[src/rtl/sle_pkg.sv]
`timescale 1ns / 1ps
// ----------------------------------------------------------------------------
// sle_pkg: scancode line editor shared types and constants
// Scancode codes, result kinds, key class decode, keymap tables and the
// command and status bundles between controller and datapath.
// ----------------------------------------------------------------------------
package sle_pkg;

  localparam int LEN_W      = 6;
  localparam int STORE_DEPTH = 64;
  localparam int CHAR_W     = 8;

  localparam logic [7:0] CODE_LIMIT       = 8'd57;
  localparam logic [7:0] CODE_ERASE       = 8'h0E;
  localparam logic [7:0] CODE_ENTER       = 8'h1C;
  localparam logic [7:0] CODE_LSHIFT_DOWN = 8'h2A;
  localparam logic [7:0] CODE_RSHIFT_DOWN = 8'h36;
  localparam logic [7:0] CODE_LSHIFT_UP   = 8'hAA;
  localparam logic [7:0] CODE_RSHIFT_UP   = 8'hB6;
  localparam logic [7:0] CODE_CAPS        = 8'h3A;

  localparam logic [1:0] KIND_ECHO      = 2'd0;
  localparam logic [1:0] KIND_ERASE     = 2'd1;
  localparam logic [1:0] KIND_LINE_CHAR = 2'd2;
  localparam logic [1:0] KIND_LINE_END  = 2'd3;

  typedef enum logic [2:0] {
    CLS_SHIFT_DN = 3'd0,
    CLS_SHIFT_UP = 3'd1,
    CLS_CAPS     = 3'd2,
    CLS_IGNORE   = 3'd3,
    CLS_ERASE    = 3'd4,
    CLS_ENTER    = 3'd5,
    CLS_CHAR     = 3'd6
  } cls_t;

  typedef struct packed {
    logic set_shift;
    logic clr_shift;
    logic tog_caps;
    logic append;
    logic erase;
    logic start_drain;
    logic emit_echo;
    logic emit_erase;
    logic emit_char;
    logic emit_end;
  } cmd_t;

  typedef struct packed {
    cls_t cls;
    logic len_zero;
    logic len_full;
    logic idx_last;
    logic out_free;
  } sts_t;

  function automatic cls_t classify(input logic [7:0] code);
    cls_t c;
    if (code == CODE_LSHIFT_DOWN || code == CODE_RSHIFT_DOWN) c = CLS_SHIFT_DN;
    else if (code == CODE_LSHIFT_UP || code == CODE_RSHIFT_UP) c = CLS_SHIFT_UP;
    else if (code == CODE_CAPS) c = CLS_CAPS;
    else if (code > CODE_LIMIT) c = CLS_IGNORE;
    else if (code == CODE_ERASE) c = CLS_ERASE;
    else if (code == CODE_ENTER) c = CLS_ENTER;
    else c = CLS_CHAR;
    return c;
  endfunction

  function automatic logic [7:0] keymap_lower(input logic [5:0] idx);
    logic [7:0] ch;
    case (idx)
      6'd2:  ch = 8'h31;
      6'd3:  ch = 8'h32;
      6'd4:  ch = 8'h33;
      6'd5:  ch = 8'h34;
      6'd6:  ch = 8'h35;
      6'd7:  ch = 8'h36;
      6'd8:  ch = 8'h37;
      6'd9:  ch = 8'h38;
      6'd10: ch = 8'h39;
      6'd11: ch = 8'h30;
      6'd12: ch = 8'h2D;
      6'd13: ch = 8'h3D;
      6'd16: ch = 8'h71;
      6'd17: ch = 8'h77;
      6'd18: ch = 8'h65;
      6'd19: ch = 8'h72;
      6'd20: ch = 8'h74;
      6'd21: ch = 8'h79;
      6'd22: ch = 8'h75;
      6'd23: ch = 8'h69;
      6'd24: ch = 8'h6F;
      6'd25: ch = 8'h70;
      6'd26: ch = 8'h5B;
      6'd27: ch = 8'h5D;
      6'd30: ch = 8'h61;
      6'd31: ch = 8'h73;
      6'd32: ch = 8'h64;
      6'd33: ch = 8'h66;
      6'd34: ch = 8'h67;
      6'd35: ch = 8'h68;
      6'd36: ch = 8'h6A;
      6'd37: ch = 8'h6B;
      6'd38: ch = 8'h6C;
      6'd39: ch = 8'h3B;
      6'd40: ch = 8'h27;
      6'd41: ch = 8'h60;
      6'd43: ch = 8'h5C;
      6'd44: ch = 8'h7A;
      6'd45: ch = 8'h78;
      6'd46: ch = 8'h63;
      6'd47: ch = 8'h76;
      6'd48: ch = 8'h62;
      6'd49: ch = 8'h6E;
      6'd50: ch = 8'h6D;
      6'd51: ch = 8'h2C;
      6'd52: ch = 8'h2E;
      6'd53: ch = 8'h2F;
      6'd57: ch = 8'h20;
      default: ch = 8'h3F;
    endcase
    return ch;
  endfunction

  function automatic logic [7:0] keymap_upper(input logic [5:0] idx);
    logic [7:0] ch;
    case (idx)
      6'd2:  ch = 8'h21;
      6'd3:  ch = 8'h40;
      6'd4:  ch = 8'h23;
      6'd5:  ch = 8'h24;
      6'd6:  ch = 8'h25;
      6'd7:  ch = 8'h5E;
      6'd8:  ch = 8'h26;
      6'd9:  ch = 8'h2A;
      6'd10: ch = 8'h28;
      6'd11: ch = 8'h29;
      6'd12: ch = 8'h5F;
      6'd13: ch = 8'h2B;
      6'd16: ch = 8'h51;
      6'd17: ch = 8'h57;
      6'd18: ch = 8'h45;
      6'd19: ch = 8'h52;
      6'd20: ch = 8'h54;
      6'd21: ch = 8'h59;
      6'd22: ch = 8'h55;
      6'd23: ch = 8'h49;
      6'd24: ch = 8'h4F;
      6'd25: ch = 8'h50;
      6'd26: ch = 8'h7B;
      6'd27: ch = 8'h7D;
      6'd30: ch = 8'h41;
      6'd31: ch = 8'h53;
      6'd32: ch = 8'h44;
      6'd33: ch = 8'h46;
      6'd34: ch = 8'h47;
      6'd35: ch = 8'h48;
      6'd36: ch = 8'h4A;
      6'd37: ch = 8'h4B;
      6'd38: ch = 8'h4C;
      6'd39: ch = 8'h3A;
      6'd40: ch = 8'h22;
      6'd41: ch = 8'h7E;
      6'd43: ch = 8'h7C;
      6'd44: ch = 8'h5A;
      6'd45: ch = 8'h58;
      6'd46: ch = 8'h43;
      6'd47: ch = 8'h56;
      6'd48: ch = 8'h42;
      6'd49: ch = 8'h4E;
      6'd50: ch = 8'h4D;
      6'd51: ch = 8'h3C;
      6'd52: ch = 8'h3E;
      6'd57: ch = 8'h20;
      default: ch = 8'h3F;
    endcase
    return ch;
  endfunction

endpackage

[src/rtl/scancode_line_editor.sv]
`timescale 1ns / 1ps
// A result is registered: it appears in the cycle after the item that causes it is taken;
// on enter with a non-empty line the first line character goes through the line store
// read register and then the result register. Items are taken one per cycle while idle;
// enter on n line characters gives n + 1 results, at most one per cycle from the read port.
// An item is taken only while no result is held back by out_stall.
// Reset clears shift, caps, line length and the drain sequencer, not the line store.
// ----------------------------------------------------------------------------
// scancode_line_editor: set-1 scancode line editor
// Maps scancodes to characters, echoes them, buffers the line and sends it
// out on enter.
// ----------------------------------------------------------------------------
module scancode_line_editor
  import sle_pkg::*;
#(
  parameter int LINE_CAPACITY = 63
) (
  input  logic       clk,
  input  logic       rst_n,
  input  logic       in_valid,
  output logic       in_stall,
  input  logic [7:0] in_scancode,
  output logic       out_valid,
  input  logic       out_stall,
  output logic [1:0] out_kind,
  output logic [7:0] out_char_code,
  output logic       out_last
);

  cmd_t cmd;
  sts_t sts;

  sle_ctrl u_ctrl (
    .clk      (clk),
    .rst_n    (rst_n),
    .in_valid (in_valid),
    .in_stall (in_stall),
    .sts      (sts),
    .cmd      (cmd)
  );

  sle_datapath #(
    .LINE_CAPACITY (LINE_CAPACITY)
  ) u_datapath (
    .clk           (clk),
    .rst_n         (rst_n),
    .in_scancode   (in_scancode),
    .cmd           (cmd),
    .sts           (sts),
    .out_stall     (out_stall),
    .out_valid     (out_valid),
    .out_kind      (out_kind),
    .out_char_code (out_char_code),
    .out_last      (out_last)
  );

endmodule

[src/rtl/sle_ram.sv]
`timescale 1ns / 1ps
// ----------------------------------------------------------------------------
// sle_ram: generic single-write, single-read RAM
// One write port and one read port with registered read data and read enable.
// ----------------------------------------------------------------------------
module sle_ram #(
  parameter int WIDTH = 8,
  parameter int DEPTH = 64
) (
  input  logic                     clk,
  input  logic                     we,
  input  logic [$clog2(DEPTH)-1:0] waddr,
  input  logic [WIDTH-1:0]         wdata,
  input  logic                     re,
  input  logic [$clog2(DEPTH)-1:0] raddr,
  output logic [WIDTH-1:0]         rdata
);

  logic [WIDTH-1:0] mem [DEPTH];
  logic [WIDTH-1:0] rdata_r;

  always_ff @(posedge clk) begin
    if (we) begin
      mem[waddr] <= wdata;
    end
    if (re) begin
      rdata_r <= mem[raddr];
    end
  end

  assign rdata = rdata_r;

endmodule

[src/rtl/sle_datapath.sv]
`timescale 1ns / 1ps
// ----------------------------------------------------------------------------
// sle_datapath: line editor datapath
// Modifier flags, line length, drain index, line store and result register.
// ----------------------------------------------------------------------------
module sle_datapath
  import sle_pkg::*;
#(
  parameter int LINE_CAPACITY = 63
) (
  input  logic        clk,
  input  logic        rst_n,
  input  logic [7:0]  in_scancode,
  input  cmd_t        cmd,
  output sts_t        sts,
  input  logic        out_stall,
  output logic        out_valid,
  output logic [1:0]  out_kind,
  output logic [7:0]  out_char_code,
  output logic        out_last
);

  logic             shift_r, shift_nxt;
  logic             caps_r, caps_nxt;
  logic [LEN_W-1:0] len_r, len_nxt;
  logic [LEN_W-1:0] idx_r, idx_nxt;
  logic             out_valid_r, out_valid_nxt;
  logic [1:0]       out_kind_r, out_kind_nxt;
  logic [7:0]       out_char_r, out_char_nxt;
  logic             out_last_r, out_last_nxt;

  logic [CHAR_W-1:0] key_char;
  logic [CHAR_W-1:0] rd_data;
  logic              rd_en;
  logic [LEN_W-1:0]  rd_addr;
  logic              any_emit;

  assign key_char = (shift_r || caps_r) ? keymap_upper(in_scancode[5:0])
                                        : keymap_lower(in_scancode[5:0]);

  assign rd_en   = cmd.start_drain || cmd.emit_char;
  assign rd_addr = cmd.start_drain ? '0 : idx_r + LEN_W'(1);

  sle_ram #(
    .WIDTH (CHAR_W),
    .DEPTH (STORE_DEPTH)
  ) u_line_store (
    .clk   (clk),
    .we    (cmd.append),
    .waddr (len_r),
    .wdata (key_char),
    .re    (rd_en),
    .raddr (rd_addr),
    .rdata (rd_data)
  );

  assign any_emit = cmd.emit_echo || cmd.emit_erase || cmd.emit_char || cmd.emit_end;

  always_comb begin
    shift_nxt = shift_r;
    caps_nxt  = caps_r;
    len_nxt   = len_r;
    idx_nxt   = idx_r;
    if (cmd.set_shift) shift_nxt = 1'b1;
    if (cmd.clr_shift) shift_nxt = 1'b0;
    if (cmd.tog_caps)  caps_nxt  = ~caps_r;
    if (cmd.append)    len_nxt   = len_r + LEN_W'(1);
    if (cmd.erase)     len_nxt   = len_r - LEN_W'(1);
    if (cmd.emit_end)  len_nxt   = '0;
    if (cmd.start_drain) idx_nxt = '0;
    if (cmd.emit_char)   idx_nxt = idx_r + LEN_W'(1);
  end

  always_comb begin
    out_valid_nxt = out_valid_r;
    out_kind_nxt  = out_kind_r;
    out_char_nxt  = out_char_r;
    out_last_nxt  = out_last_r;
    if (any_emit) begin
      out_valid_nxt = 1'b1;
    end else if (!out_stall) begin
      out_valid_nxt = 1'b0;
    end
    if (cmd.emit_echo) begin
      out_kind_nxt = KIND_ECHO;
      out_char_nxt = key_char;
      out_last_nxt = 1'b1;
    end else if (cmd.emit_erase) begin
      out_kind_nxt = KIND_ERASE;
      out_char_nxt = '0;
      out_last_nxt = 1'b1;
    end else if (cmd.emit_char) begin
      out_kind_nxt = KIND_LINE_CHAR;
      out_char_nxt = rd_data;
      out_last_nxt = 1'b0;
    end else if (cmd.emit_end) begin
      out_kind_nxt = KIND_LINE_END;
      out_char_nxt = '0;
      out_last_nxt = 1'b1;
    end
  end

  always_ff @(posedge clk) begin
    if (!rst_n) begin
      shift_r     <= 1'b0;
      caps_r      <= 1'b0;
      len_r       <= '0;
      idx_r       <= '0;
      out_valid_r <= 1'b0;
    end else begin
      shift_r     <= shift_nxt;
      caps_r      <= caps_nxt;
      len_r       <= len_nxt;
      idx_r       <= idx_nxt;
      out_valid_r <= out_valid_nxt;
    end
  end

  always_ff @(posedge clk) begin
    out_kind_r <= out_kind_nxt;
    out_char_r <= out_char_nxt;
    out_last_r <= out_last_nxt;
  end

  assign sts.cls      = classify(in_scancode);
  assign sts.len_zero = (len_r == '0);
  assign sts.len_full = (len_r >= LEN_W'(LINE_CAPACITY));
  assign sts.idx_last = ((idx_r + LEN_W'(1)) == len_r);
  assign sts.out_free = !out_valid_r || !out_stall;

  assign out_valid     = out_valid_r;
  assign out_kind      = out_kind_r;
  assign out_char_code = out_char_r;
  assign out_last      = out_last_r;

endmodule

[src/rtl/sle_ctrl.sv]
`timescale 1ns / 1ps
// ----------------------------------------------------------------------------
// sle_ctrl: line editor controller
// Takes items while idle, issues datapath commands and sequences the line
// drain after enter.
// ----------------------------------------------------------------------------
module sle_ctrl
  import sle_pkg::*;
(
  input  logic clk,
  input  logic rst_n,
  input  logic in_valid,
  output logic in_stall,
  input  sts_t sts,
  output cmd_t cmd
);

  typedef enum logic [2:0] {
    ST_IDLE  = 3'b001,
    ST_DRAIN = 3'b010,
    ST_LEND  = 3'b100
  } state_t;

  state_t state_r, state_nxt;
  logic   accept;

  assign in_stall = !((state_r == ST_IDLE) && sts.out_free);
  assign accept   = in_valid && !in_stall;

  always_comb begin
    state_nxt = state_r;
    cmd       = '0;
    unique case (state_r)
      ST_IDLE: begin
        if (accept) begin
          unique case (sts.cls)
            CLS_SHIFT_DN: cmd.set_shift = 1'b1;
            CLS_SHIFT_UP: cmd.clr_shift = 1'b1;
            CLS_CAPS:     cmd.tog_caps  = 1'b1;
            CLS_ERASE: begin
              if (!sts.len_zero) begin
                cmd.erase      = 1'b1;
                cmd.emit_erase = 1'b1;
              end
            end
            CLS_ENTER: begin
              if (sts.len_zero) begin
                cmd.emit_end = 1'b1;
              end else begin
                cmd.start_drain = 1'b1;
                state_nxt       = ST_DRAIN;
              end
            end
            CLS_CHAR: begin
              cmd.emit_echo = 1'b1;
              cmd.append    = !sts.len_full;
            end
            default: ;
          endcase
        end
      end
      ST_DRAIN: begin
        if (sts.out_free) begin
          cmd.emit_char = 1'b1;
          if (sts.idx_last) begin
            state_nxt = ST_LEND;
          end
        end
      end
      ST_LEND: begin
        if (sts.out_free) begin
          cmd.emit_end = 1'b1;
          state_nxt    = ST_IDLE;
        end
      end
      default: state_nxt = ST_IDLE;
    endcase
  end

  always_ff @(posedge clk) begin
    if (!rst_n) begin
      state_r <= ST_IDLE;
    end else begin
      state_r <= state_nxt;
    end
  end

endmodule

[config.mk]
export PLATFORM = sky130hd
export DESIGN_NAME = scancode_line_editor
export DESIGN_NICKNAME = d
export VERILOG_FILES = /design/src/rtl/sle_pkg.sv /design/src/rtl/scancode_line_editor.sv /design/src/rtl/sle_ram.sv /design/src/rtl/sle_datapath.sv /design/src/rtl/sle_ctrl.sv
export SDC_FILE = /design/constraint.sdc
export NUM_CORES = 1
export LEC_CHECK = 0
export BUFFER_PORTS_ARGS = -buffer_cell sky130_fd_sc_hd__buf_2
export CELL_PAD_IN_SITES_DETAIL_PLACEMENT = 0
export CELL_PAD_IN_SITES_GLOBAL_PLACEMENT = 1
export CORE_ASPECT_RATIO = 0.75
export CORE_MARGIN = 3
export CORE_UTILIZATION = 35
export CTS_BUF_LIST = sky130_fd_sc_hd__clkbuf_8 sky130_fd_sc_hd__clkbuf_16
export DETAILED_ROUTE_END_ITERATION = 12
export GPL_TIMING_DRIVEN = 0
export PLACE_DENSITY_LB_ADDON = 0.1
export SLEW_MARGIN = 20
export SYNTH_ARGS = -nofsm -noshare
export SYNTH_HDL_FRONTEND = slang
export SYNTH_SLANG_ARGS = --single-unit
[constraint.sdc]
create_clock -name clk -period 8.8 [get_ports clk]
set_input_delay 1.32 -clock clk [delete_from_list [all_inputs] [get_ports clk]]
set_output_delay 1.32 -clock clk [all_outputs]
set_load 0.005 [all_outputs]
-- Yosys cells after proc, flatten, opt, wreduce, memory -nomap -nowiden
Memory sizes are Yosys's and may differ from the RTL's. A register that Yosys moved wholly into a read port is not among the register bits.
Cells that the tools add are included.
- output and inout bits: 13
- memories kept: 3
- bits of input ports: 12
- flip-flop bits (word level): 29
- word-level logic and storage cells: 116
- ROM bits: 896
- memory bits (writable): 512
- memory list (memory ; words ; bits a word ; read ports ; clocked after memory_dff ; write ports ; line ; text):
    u_datapath.u_line_store.mem ; 64 ; 8 ; 1 ; 1 ; 1 ; sle_ram.sv:19 ; logic [WIDTH-1:0] mem [DEPTH];
    (no name shown) ; 64 ; 7 ; 1 ; 0 ; 0 ; sle_pkg.sv:72 ; case (idx)
    (no name shown) ; 64 ; 7 ; 1 ; 0 ; 0 ; sle_pkg.sv:128 ; case (idx)
- reduce and logical (&&, ||, !) cells: 25
- bitwise logic cells: 2
- $add $sub $neg: 3
- $lt $le $gt $ge: 2
- equal/unequal tests: 23
- muxes and demuxes: 48
- operator list (cell ; count):
    $mux W8 ; 7
    $mux W3 ; 11
    $mux W6 ; 5
    $eq A8 B6 Y1 const B ; 3
    $mux W1 ; 20
    $eq A8 B8 Y1 const B ; 2
    $add A6 B1 Y6 const B ; 2
    $eq A3 B3 Y1 const B ; 4
    $pmux W3 S3 ; 1
    $eq A8 B4 Y1 const B ; 1
    $eq A8 B5 Y1 const B ; 1
    $gt A8 B6 Y1 const B ; 1
    $logic_or A1 B1 Y1 ; 8
    $ne A2 B1 Y1 const B ; 4
    $eq A3 B1 Y1 const B ; 2
    $eq A3 B2 Y1 const B ; 2
    $eq A6 B6 Y1 ; 1
    $ge A6 B6 Y1 const B ; 1
    $logic_not A6 Y1 ; 1
    $mux W2 ; 3
    $ne A2 B2 Y1 const B ; 3
    $reduce_and A6 Y1 ; 1
    $reduce_bool A2 Y1 ; 3
    $reduce_or A2 Y1 ; 3
    8 further kinds ; 13

-- Logic depth before layout (Yosys ltp)
Gate-level depths: netlist of run 1.
- depth after elaboration: 15
- mapped depth: 16
- depth with buffers taken out: 14

-- Hierarchy
Synthesis of run 1 repeated with hierarchy kept, for this count alone.
- cell total of the unflattened synthesis: 1292
- area, all modules: 23047.1 µm²
- by module, submodules not included (module ; area an instance (µm²) ; sequential area each (µm²) ; instances ; cells each):
    sle_ram ; 20246.9 ; 15615.0 ; 1 ; 940
    sle_datapath ; 2532.4 ; 600.6 ; 1 ; 319
    sle_ctrl ; 267.8 ; 60.1 ; 1 ; 33

-- Least setup slack after synthesis of run 1
Ideal clock, no wire load.
- kind: input-to-reg
- start: input in_scancode[1]
- end: memory u_datapath.u_line_store.mem[0][1] (data pin)
- stages: 9
- library setup time: 0.878 ns
- arrival: 6.160 ns
- slack: 1.763 ns
- cells stage by stage: clkbuf_1 > inv_1 > ha_1 > nor2b_1 > o21ai_0 > a21oi_1 > a21oi_1 > nor3_1 > nor4_1
- longest elaborated chain between the ends: 2
- RTL lines (item ; line ; text):
    start: declaration ; scancode_line_editor.sv:22 ; input logic [7:0] in_scancode,
    $mem_v2 Z64 W7, on equally long branches ; - ;
    $mux W8 (*) ; sle_datapath.sv:38 ; assign key_char = (shift_r || caps_r) ? keymap_upper(in_scancode[5:0])
    named net u_datapath.key_char[1] ; sle_datapath.sv:32 ; logic [CHAR_W-1:0] key_char;
    end: declaration ; sle_ram.sv:19 ;
Mark *: on every way through the listed nets, which the timed path passes. The rest lies on a longest branch.

-- Final worst setup path of run 1
- start: register u_datapath.idx_r[0]
- end: register u_datapath.u_line_store.rdata_r[0] (netlist: u_datapath.u_line_store.rdata[0]) (read register of u_datapath.u_line_store.mem) (data pin)
- longest elaborated chain between the ends: 2
- RTL lines (item ; line ; text):
    start: declaration ; sle_datapath.sv:26 ; logic [LEN_W-1:0] idx_r, idx_nxt;
    start signal: assignment ; sle_datapath.sv:114 ; idx_r <= idx_nxt;
    $add A6 B1 Y6 ; sle_datapath.sv:42 ; assign rd_addr = cmd.start_drain ? '0 : idx_r + LEN_W'(1);
    $mux W6 ; sle_datapath.sv:42 ;
    end: declaration ; sle_ram.sv:20 ; logic [WIDTH-1:0] rdata_r;
Every way passes these cells.
A chain may end at the register's enable or synchronous reset.

==> results.sh, run 1 <==
export IMPL_area_after_detailed_placement_um2=22700
export IMPL_drive_gt1_share_pct=16.1
export IMPL_floorplan_rows=77
export IMPL_clock_latency_ns=0.61
export IMPL_required_ns=8.99
export IMPL_setup_slack_ns=2.68
export IMPL_power_static_leakage_nw=7.74
export IMPL_transition_at_the_pin_with_the_smallest_max_transition_slack_ns=1.20
export IMPL_holdCritPathClass="reg -> reg"
export IMPL_die_area_um2=63200
export IMPL_detail_route_vias_per_cell=5.78
export IMPL_vdd_ir_drop_worst_uv=181
export IMPL_critical_path_endpoint_type="flop"
export IMPL_syn_to_final_growth_pct=15.1
export IMPL_drt_iter0_drc=1738
export IMPL_pre_cts_slack_ns=2.29
export IMPL_antenna_found_initial=2
export IMPL_routed_wl_per_cell_um=31.0
export IMPL_synth_warnings=0
export IMPL_synth_top_cell_area_share_pct=65.8
export IMPL_timing_hold_violations_final=0
export IMPL_crit_top_cell="clkbuf_1"
export IMPL_powerDensity_nw_per_um2=201
export IMPL_routed_wl_mm=74.7
export IMPL_synth_sequential_area_ratio_pct=67.8
export IMPL_clock_tree_root_cell="clkbuf_16"
export IMPL_tritoncts="built"
export IMPL_die_width_um=289
export IMPL_critical_path_top_delay_family="buffers and inverters"
export IMPL_core_region_area_um2=59300
export IMPL_grt_setup_unrepaired="no"
export IMPL_synthFlopType="edfxtp_1"
export IMPL_postCtsSetupRepairBufs=0
export IMPL_synth_area_per_cell_um2=14.3
export IMPL_initial_utilization_pct=35.6
export IMPL_final_non_filler_cell_total=2412
export IMPL_crit_path_top_delay_cell="buf_1"
export IMPL_final_worst_path_period_need_ns=6.12
export IMPL_buffer_ports_inserted=22
export IMPL_yosys_area_top_type="edfxtp_1"
export IMPL_timing_setup_tns_ns=0
export IMPL_drc=0
export IMPL_critical_path_max_stage_delay_ns=0.82
export IMPL_crit_buf_inv=4
export IMPL_cp_arrival_ns=6.32
export IMPL_layout_core_utilization_pct=40.9
export IMPL_grt_start_max_net_pins=57
export IMPL_critical_path_cell_by_cell="ha_1, clkbuf_1, buf_1, clkbuf_1, clkbuf_1, o311ai_0, nand4_1, o21ai_0, a211oi_1, nand4_1"
export IMPL_top_library_cells_by_usage_in_the_layout_fill_and_taps_aside="edfxtp_1 (462), nor2_1 (137), nand2_1 (106)"
export IMPL_dieHeight_um=219
export IMPL_max_freq_ghz=0.163
export IMPL_ctsLongestPathBuffers=3
export IMPL_dr_pass1_iters=5
export IMPL_first_global_vias=13400
export IMPL_mappedNetlistArea_um2=21100
export IMPL_final_min_period_over_clock_period_pct=69.6
export IMPL_synth_area_top_cells="edfxtp_1 (66%), mux4_2 (5.8%), nor2_1 (2.5%)"
export IMPL_synth_enable_flop_cells=462
export IMPL_nNetsFinal=1611
export IMPL_synth_ff_latch_count=483
export IMPL_grt_pass1_wl_mm=105
export IMPL_grtUsageTotal_pct=23.8
export IMPL_max_cap_violations=0
export IMPL_design_area_um2=24300
export IMPL_fillers=5534
export IMPL_vias=13900
export IMPL_slew_headroom_pct=20.3
export IMPL_placed_cells=2322
export IMPL_setup_violations_final=0
export IMPL_cts_buffers=48
export IMPL_clkSlewWorstSetupHoldPaths_ns=0.07
export IMPL_synth_cell_type_count=81
export IMPL_result_of_the_run="completed"
export IMPL_post_cts_hold_buffer_count=0
export IMPL_dp_hpwl_mm=52.9
export IMPL_most_frequent_standard_cell_in_the_layout_excluding_fill_and_tap_cells="edfxtp_1"
export IMPL_route_antenna_remaining_nets=0
export IMPL_timing_reg2reg_setup_slack_ns=2.68
export IMPL_finalMaxSlewViolations=0
export IMPL_grt_overflow=0
export IMPL_share_of_async_settable_or_async_resettable_flops_after_synthesis_pct=0
export IMPL_top_level_ports=25
export IMPL_total_inserted_antenna_cells=0
export IMPL_worst_setup_skew_after_layout_ns=0.0325
export IMPL_critical_path_class="reg -> reg"
export IMPL_worst_setup_sp_type="flop"
export IMPL_gp_congestion=0.939
export IMPL_gate_count_post_synth=1470
export IMPL_ctsHtreeMaxLevel=2
export IMPL_cts_sinks=483
export IMPL_cp_max_fo=10
export IMPL_cts_repair_resize_count=0
## report_power, final
group          switching (mW)  leakage [nW]  total, mW  internal, mW
clock                   0.921         0.805       2.08          1.16
sequential            0.00247          4.34       2.57          2.57
combinational           0.167          2.59      0.235        0.0675
## final cells by class
| cell class | instances | area (µm²) | share of cell area, % |
|---|---|---|---|
| sequential | 483 | 14300 | 58.9 |
| multi-input combinational | 877 | 6390 | 26.3 |
| clock buffer | 49 | 1210 | 5.01 |
| tap | 790 | 988 | 4.08 |
| timing repair buffer | 55 | 493 | 2.03 |
| buffer | 99 | 452 | 1.86 |
| clock inverter | 41 | 360 | 1.49 |
| inverter | 18 | 67.6 | 0.279 |
## Yosys cell counts (5+ instances only)
cell type	n
o2111ai_1	5
nor3_1	35
nand4_1	7
and3_1	6
a21boi_0	9
and2_1	10
dfxtp_1	21
a211oi_1	18
nor3b_1	7
o22ai_1	14
a22o_1	8
ha_1	16
a32oi_1	7
nor4_1	5
a22oi_1	6
a21o_1	5
nand2b_1	5
o211ai_1	17
xnor2_1	16
or3_1	6
or4_1	5
a2111oi_0	7
mux2i_1	46
mux4_2	54
o21ai_0	70
nor2b_1	8
clkbuf_1	50
edfxtp_1	462
nand4b_1	5
or2_2	5
o21a_1	9
buf_1	14
buf_2	27
inv_1	15
mux2_2	13
nand2_1	106
a311oi_1	6
a31oi_1	24
nand3_1	45
a21oi_1	69
nor2_1	138
## worst min-delay path, cell delays in order (launching register included)
cell and delay (ns):
dfxtp_1 0.32, nor3_1 0.05, nor2_1 0.07
## per-layer routing
layer  vias to the layer above  routed length (µm)  global-route usage (%)
met3                        86                6260                    4.63
met4                         2                1420                    4.92
met2                       592               31800                    34.5
li1                       5977                   -                       -
met5                         -                 113                    1.48
met1                      7291               35100                    36.8
## path summary, 6_finish.rpt
check	startpoint	cells after the start	endpoint
max	u_datapath.idx_r[0]$_SDFFE_PN0P_	10	u_datapath.u_line_store.rdata[0]$_DFFE_PP_
min	u_datapath.out_last$_SDFFE_PP1P_	2	u_datapath.out_last$_SDFFE_PP1P_
max reg2reg	u_datapath.idx_r[0]$_SDFFE_PN0P_	10	u_datapath.u_line_store.rdata[0]$_DFFE_PP_
min reg2reg	u_datapath.out_last$_SDFFE_PP1P_	2	u_datapath.out_last$_SDFFE_PP1P_
## through the flow
| stage | power (mW) | hold slack (ns) |
|---|---|---|
| finish | 4.88 | 0.475 |
| detailed placement | 2.85 | 0.471 |
| global placement | 2.83 | 0.459 |
| CTS | 4.92 | 0.485 |
| floorplan | 2.72 | 0.470 |
| global route | 5.03 | 0.510 |
## logic make-up after synthesis
group	Yosys count	synth area share (%)
and+or+nand+nor	408	9.27
other	1	0.0178
xor gates and xnor gates	19	0.825
buffers and inverters	117	2.46
AOI/OAI and AO/OA	312	9.90
muxes	113	8.65
adders and majority gates	17	1.05
DFF	483	67.8
## state kept, by name, summed over array words and instances, names as in the netlist
register	flops
u_datapath.out_last	1
u_datapath.shift_r	1
u_datapath.len_r	6
u_datapath.u_line_store.mem	448
u_ctrl.state_r	3
u_datapath.out_kind	2
u_datapath.caps_r	1
u_datapath.u_line_store.rdata	7
u_datapath.idx_r	6
u_datapath.out_valid	1
u_datapath.out_char_code	7
(Power assumes the default switching activity.)
==> run 2: changes to the inputs <==
==> constraint.sdc (replaced) <==
create_clock -name clk -period 5.15 [get_ports clk]
set_input_delay 0.7725 -clock clk [delete_from_list [all_inputs] [get_ports clk]]
set_output_delay 0.7725 -clock clk [all_outputs]
set_load 0.005 [all_outputs]
==> results.sh, run 2 (same netlist as run 1, synthesis figures left out) <==
export IMPL_route_antenna_remaining_nets=0
export IMPL_vias=13800
export IMPL_dp_hpwl_mm=53.3
export IMPL_top_level_ports=25
export IMPL_cp_arrival_ns=5.33
export IMPL_grt_pass1_wl_mm=105
export IMPL_critical_path_class="reg -> reg"
export IMPL_top_register="u_datapath.u_line_store.mem"
export IMPL_post_cts_hold_buffer_count=0
export IMPL_holdCritPathClass="reg -> reg"
export IMPL_detail_route_vias_per_cell=5.74
export IMPL_drc=0
export IMPL_grtUsageTotal_pct=24.0
export IMPL_dieHeight_um=219
export IMPL_grt_start_max_net_pins=57
export IMPL_final_worst_path_period_need_ns=5.10
export IMPL_syn_to_final_growth_pct=16.1
export IMPL_critical_path_max_stage_delay_ns=0.80
export IMPL_placed_cells=2319
export IMPL_die_width_um=289
export IMPL_ctsLongestPathBuffers=3
export IMPL_transition_at_the_pin_with_the_smallest_max_transition_slack_ns=1.17
export IMPL_power_static_leakage_nw=7.82
export IMPL_timing_setup_tns_ns=0
export IMPL_result_of_the_run="completed"
export IMPL_multi_input_area_um2=6450
export IMPL_dr_pass1_iters=5
export IMPL_routed_wl_per_cell_um=31.3
export IMPL_core_region_area_um2=59300
export IMPL_drive_gt1_share_pct=17.4
export IMPL_most_frequent_standard_cell_in_the_layout_excluding_fill_and_tap_cells="edfxtp_1"
export IMPL_buffer_ports_inserted=22
export IMPL_finalMaxSlewViolations=0
export IMPL_final_non_filler_cell_total=2413
export IMPL_cp_max_fo=19
export IMPL_clkSlewWorstSetupHoldPaths_ns=0.07
export IMPL_largest_register_ffs=448
export IMPL_worst_setup_sp_type="flop"
export IMPL_clock_tree_root_cell="clkbuf_16"
export IMPL_hold_slack_ns=0.474
export IMPL_required_ns=5.38
export IMPL_final_seq_area_um2=14300
export IMPL_tritoncts="built"
export IMPL_ctsHtreeMaxLevel=2
export IMPL_die_area_um2=63200
export IMPL_final_min_period_over_clock_period_pct=99.1
export IMPL_antenna_found_initial=3
export IMPL_critical_path_cell_by_cell="ha_1, clkdlybuf4s15_1, clkbuf_4, buf_1, clkbuf_1, o22ai_1, a22oi_1, nand4_1"
export IMPL_critical_path_endpoint_type="flop"
export IMPL_max_cap_violations=0
export IMPL_crit_path_top_delay_cell="buf_1"
export IMPL_grt_setup_unrepaired="no"
export IMPL_cts_buffers=49
export IMPL_grt_overflow=0
export IMPL_gp_congestion=0.954
export IMPL_routed_wl_mm=75.6
export IMPL_top_library_cells_by_usage_in_the_layout_fill_and_taps_aside="edfxtp_1 (462), nor2_1 (128), nand2_1 (106)"
export IMPL_worst_setup_skew_after_layout_ns=0.0285
export IMPL_slew_headroom_pct=22.0
export IMPL_drt_iter0_drc=1514
export IMPL_nNetsFinal=1613
export IMPL_powerDensity_nw_per_um2=345
export IMPL_first_global_vias=13500
export IMPL_initial_utilization_pct=35.6
export IMPL_timing_hold_violations_final=0
export IMPL_setup_violations_final=0
export IMPL_clock_latency_ns=0.61
export IMPL_max_freq_ghz=0.196
export IMPL_floorplan_rows=77
export IMPL_vdd_ir_drop_worst_uv=234
export IMPL_fillers=5547
export IMPL_cts_sinks=483
==> run 2: layout make-up <==
class | instances | share of cell area (%)
Multi-Input combinational cell | 877 | 26.4
Buffer | 96 | 1.97
Antenna cell | 1 | 0.0102
Tap cell | 790 | 4.04
Clock buffer | 49 | 5.01
Inverter | 18 | 0.276
Sequential cell | 483 | 58.4
Clock inverter | 40 | 1.63
Timing Repair Buffer | 59 | 2.27
==> run 2: routing by layer <==
metal,GRT usage (%),vias up,wire length (µm),part of all wire (%)
li1,-,5979,-,-
met1,35.8,7134,35200,47
met2,34.1,602,31400,42
met3,6.30,131,6540,8.7
met4,7.44,0,2400,3.2
met5,0,-,0,0
==> run 2: report_power, final <==
group | switching, mW | internal (mW)
clock network | 1.57 | 2.09
registers | 0.00456 | 4.38
logic | 0.288 | 0.118
total | 1.86 | 6.59
==> run 2: final timing paths <==
check                                   startpoint                                    endpoint  slack [ns]  cells after the start
setup reg to reg  u_datapath.idx_r[0]$_SDFFE_PN0P_  u_datapath.u_line_store.rdata[0]$_DFFE_PP_        0.05                      8
hold reg to reg   u_datapath.out_last$_SDFFE_PP1P_            u_datapath.out_last$_SDFFE_PP1P_        0.47                      2
setup / recovery  u_datapath.idx_r[0]$_SDFFE_PN0P_  u_datapath.u_line_store.rdata[0]$_DFFE_PP_        0.05                      8
hold / removal    u_datapath.out_last$_SDFFE_PP1P_            u_datapath.out_last$_SDFFE_PP1P_        0.47                      2
==> run 2: per-stage QoR <==
step | cell area (µm²) | worst slack (ns) | total power, mW | util, %
finish | 24500 | 0.0489 | 8.45 | 41.3
global route | 24500 | 0.00221 | 8.70 | 41.3
CTS | 24300 | 0.00195 | 8.51 | 41.1
detailed placement | 22700 | -0.728 | 4.88 | 38.3
global placement | 22200 | -4.23 | 4.83 | 37.5
floorplan | 21100 | 0.412 | 4.65 | -
==> run 2: what timing repair did <==
action | 4_1_cts | 5_1_grt
buffers inserted | 0 | 7
pin swaps | 0 | 3
cloned | 0 | 0
setup endpoints to repair | 7 | 117
gates resized for setup | 12 | 23
==> run 2: worst max-delay path, delay by kind of cell (launching register included) <==
family | cells | cell delay [ns]
adder cells (fa/ha/maj) | 1 | 0.30
AO/OA/AOI/OAI | 2 | 0.59
AND/OR/NAND/NOR | 1 | 0.40
flip-flops | 1 | 0.63
buffers and inverters | 4 | 2.81
==> run 3: changes to the inputs <==
--- a/config.mk
+++ b/config.mk
@@ -14,8 +14,7 @@
 export CTS_BUF_LIST = sky130_fd_sc_hd__clkbuf_8 sky130_fd_sc_hd__clkbuf_16
 export DETAILED_ROUTE_END_ITERATION = 12
 export GPL_TIMING_DRIVEN = 0
-export PLACE_DENSITY_LB_ADDON = 0.1
-export SLEW_MARGIN = 20
+export PLACE_DENSITY = 0.63
 export SYNTH_ARGS = -nofsm -noshare
 export SYNTH_HDL_FRONTEND = slang
 export SYNTH_SLANG_ARGS = --single-unit
==> results.sh, run 3 (same netlist as run 1, synthesis figures left out) <==
export IMPL_worst_setup_sp_type="primary input"
export IMPL_route_antenna_remaining_nets=0
export IMPL_floorplan_rows=77
export IMPL_antenna_found_initial=1
export IMPL_power_net_switching_mw=1.81
export IMPL_finalMaxSlewViolations=0
export IMPL_most_frequent_standard_cell_in_the_layout_excluding_fill_and_tap_cells="edfxtp_1"
export IMPL_dr_pass1_iters=5
export IMPL_pre_cts_slack_ns=-0.967
export IMPL_gp_congestion=0.962
export IMPL_holdCritPathClass="reg -> reg"
export IMPL_hold_path_endpoint="u_datapath.out_kind[1]$_SDFFE_PP0P_"
export IMPL_vias=14200
export IMPL_timing_setup_tns_ns=0
export IMPL_max_freq_ghz=0.196
export IMPL_cts_buffers=47
export IMPL_tritoncts="built"
export IMPL_clkSlewWorstSetupHoldPaths_ns=0.06
export IMPL_r2r_end="u_datapath.u_line_store.rdata[6]$_DFFE_PP_"
export IMPL_result_of_the_run="completed"
export IMPL_final_worst_path_period_need_ns=5.10
export IMPL_largest_register_ffs=448
export IMPL_design_area_um2=24300
export IMPL_critical_path_class="in -> reg"
export IMPL_routed_wl_per_cell_um=30.0
export IMPL_initial_utilization_pct=35.6
export IMPL_setup_violations_final=0
export IMPL_cp_arrival_ns=5.39
export IMPL_power_static_leakage_nw=7.69
export IMPL_drt_iter0_drc=2081
export IMPL_syn_to_final_growth_pct=15.1
export IMPL_ctsHtreeMaxLevel=2
export IMPL_cp_max_fo=10
export IMPL_grt_pass1_wl_mm=102
export IMPL_transition_at_the_pin_with_the_smallest_max_transition_slack_ns=1.43
export IMPL_ctsLongestPathBuffers=3
export IMPL_top_level_ports=25
export IMPL_routed_wl_mm=72.1
export IMPL_clock_latency_ns=0.58
export IMPL_die_width_um=289
export IMPL_worstHoldPathCells=2
export IMPL_dieHeight_um=219
export IMPL_clk_network_pwr_share_pct=41.2
export IMPL_dp_hpwl_mm=50.2
export IMPL_hold_slack_ns=0.477
export IMPL_post_cts_hold_buffer_count=0
export IMPL_nNetsFinal=1604
export IMPL_power_sequential_fraction_pct=53.9
export IMPL_power_frac_comb_pct=4.9
export IMPL_grt_overflow=0
export IMPL_top_library_cells_by_usage_in_the_layout_fill_and_taps_aside="edfxtp_1 (462), nor2_1 (122), nand2_1 (106)"
export IMPL_powerDensity_nw_per_um2=335
export IMPL_timing_hold_violations_final=0
export IMPL_r2r_start="u_datapath.idx_r[0]$_SDFFE_PN0P_"
export IMPL_critical_path_endpoint_type="flop"
export IMPL_worst_setup_skew_after_layout_ns=0.0196
export IMPL_final_non_filler_cell_total=2400
export IMPL_placed_cells=2312
export IMPL_timing_reg2reg_setup_slack_ns=0.09
export IMPL_buffer_ports_inserted=22
export IMPL_drc=0
export IMPL_die_area_um2=63200
export IMPL_grtUsageTotal_pct=22.7
export IMPL_first_global_vias=13500
export IMPL_r2r_worst_path_cells=12
export IMPL_vdd_ir_drop_worst_uv=206
export IMPL_clock_tree_root_cell="clkbuf_16"
export IMPL_grt_setup_unrepaired="yes"
export IMPL_power_internal_mw=6.33
export IMPL_finalPower_mw=8.14
export IMPL_detail_route_vias_per_cell=5.92
export IMPL_slew_headroom_pct=4.11
export IMPL_area_after_detailed_placement_um2=22600
export IMPL_grt_start_max_net_pins=49
export IMPL_fillers=5497
export IMPL_core_region_area_um2=59300
export IMPL_cts_sinks=483
export IMPL_switching_share_pct=22.2
export IMPL_setup_slack_ns=0.0470
export IMPL_max_cap_violations=0
export IMPL_holdCritStartpoint="u_datapath.out_kind[1]$_SDFFE_PP0P_"
export IMPL_drive_gt1_share_pct=17.1
export IMPL_top_register="u_datapath.u_line_store.mem"
export IMPL_required_ns=5.44
export IMPL_final_min_period_over_clock_period_pct=99.1
export IMPL_layout_core_utilization_pct=40.9
-- run 3: cell types whose count changed in the layout (fill, tap and decap cells not counted), moves of 4 or more --
cell | before | now
buf_6 | 16 | 8
nor2_1 | 128 | 122
bufinv_16 | 7 | 3
buf_4 | 23 | 13
buf_8 | 3 | 7
nor2_2 | 10 | 15
-- run 3: power by group through the flow --
stage / Sequential (mW) / Combinational [mW] / Clock [mW]
finish: 4.39 / 0.398 / 3.35
global route: 4.39 / 0.423 / 3.55
CTS: 4.39 / 0.392 / 3.38
detailed placement: 4.47 / 0.391 / 0
global placement: 4.50 / 0.307 / 0
floorplan: 4.48 / 0.166 / 0
-- run 3: how the worst max path moves through the flow --
stage                                              endpoint  slack [ns]  cells after the start                        startpoint
2_1_floorplan   u_datapath.u_line_store.mem[0][1]$_DFFE_PP_        0.41                      9                    in_scancode[1]
4_1_cts          u_datapath.u_line_store.rdata[0]$_DFFE_PP_        -0.1                     10  u_datapath.idx_r[0]$_SDFFE_PN0P_
3_5_place_dp     u_datapath.u_line_store.rdata[3]$_DFFE_PP_       -0.97                     12                    in_scancode[1]
3_3_place_gp   u_datapath.u_line_store.mem[47][1]$_DFFE_PP_       -3.99                     10                    in_scancode[1]
5_1_grt          u_datapath.u_line_store.rdata[6]$_DFFE_PP_       -0.03                     12  u_datapath.idx_r[0]$_SDFFE_PN0P_
6_report         u_datapath.u_line_store.rdata[3]$_DFFE_PP_        0.05                     12                    in_scancode[1]
-- run 3: per-layer routing --
layer,up-vias,GRT usage (%),part of all wire [%]
li1,5964,-,-
met1,7268,35.5,46
met2,826,30.7,40
met3,140,6.02,11
met4,4,6.18,3.0
met5,-,0.703,0.099
-- run 3: layout make-up --
class	count	area, µm²	area share [%]
repair buffers	49	498	2.05
well taps	790	988	4.07
inverters	18	67.6	0.279
flip-flops and latches	483	14300	58.9
multi-input cells	877	6470	26.7
clock buffers	48	1190	4.91
plain buffers	99	487	2.01
diodes	1	2.50	0.0103
clock inverters	35	255	1.05
-- run 3: timing repair --
item                       CTS  global route
buffers inserted             0             4
gates resized for setup     12            38
gates cloned                 0             0
setup endpoints to repair    4           117
pin swaps                    0             2
-- run 3: critical path: stages --
cell and delay (ns):
buf_2 0.18, clkbuf_1 0.48, inv_1 0.31, ha_1 0.27, buf_6 0.15, or4b_4 0.52, a22oi_2 0.29, a41oi_4 0.43
a221oi_1 0.51, a2111oi_0 0.23, a2111oi_2 0.67, or4b_1 0.56
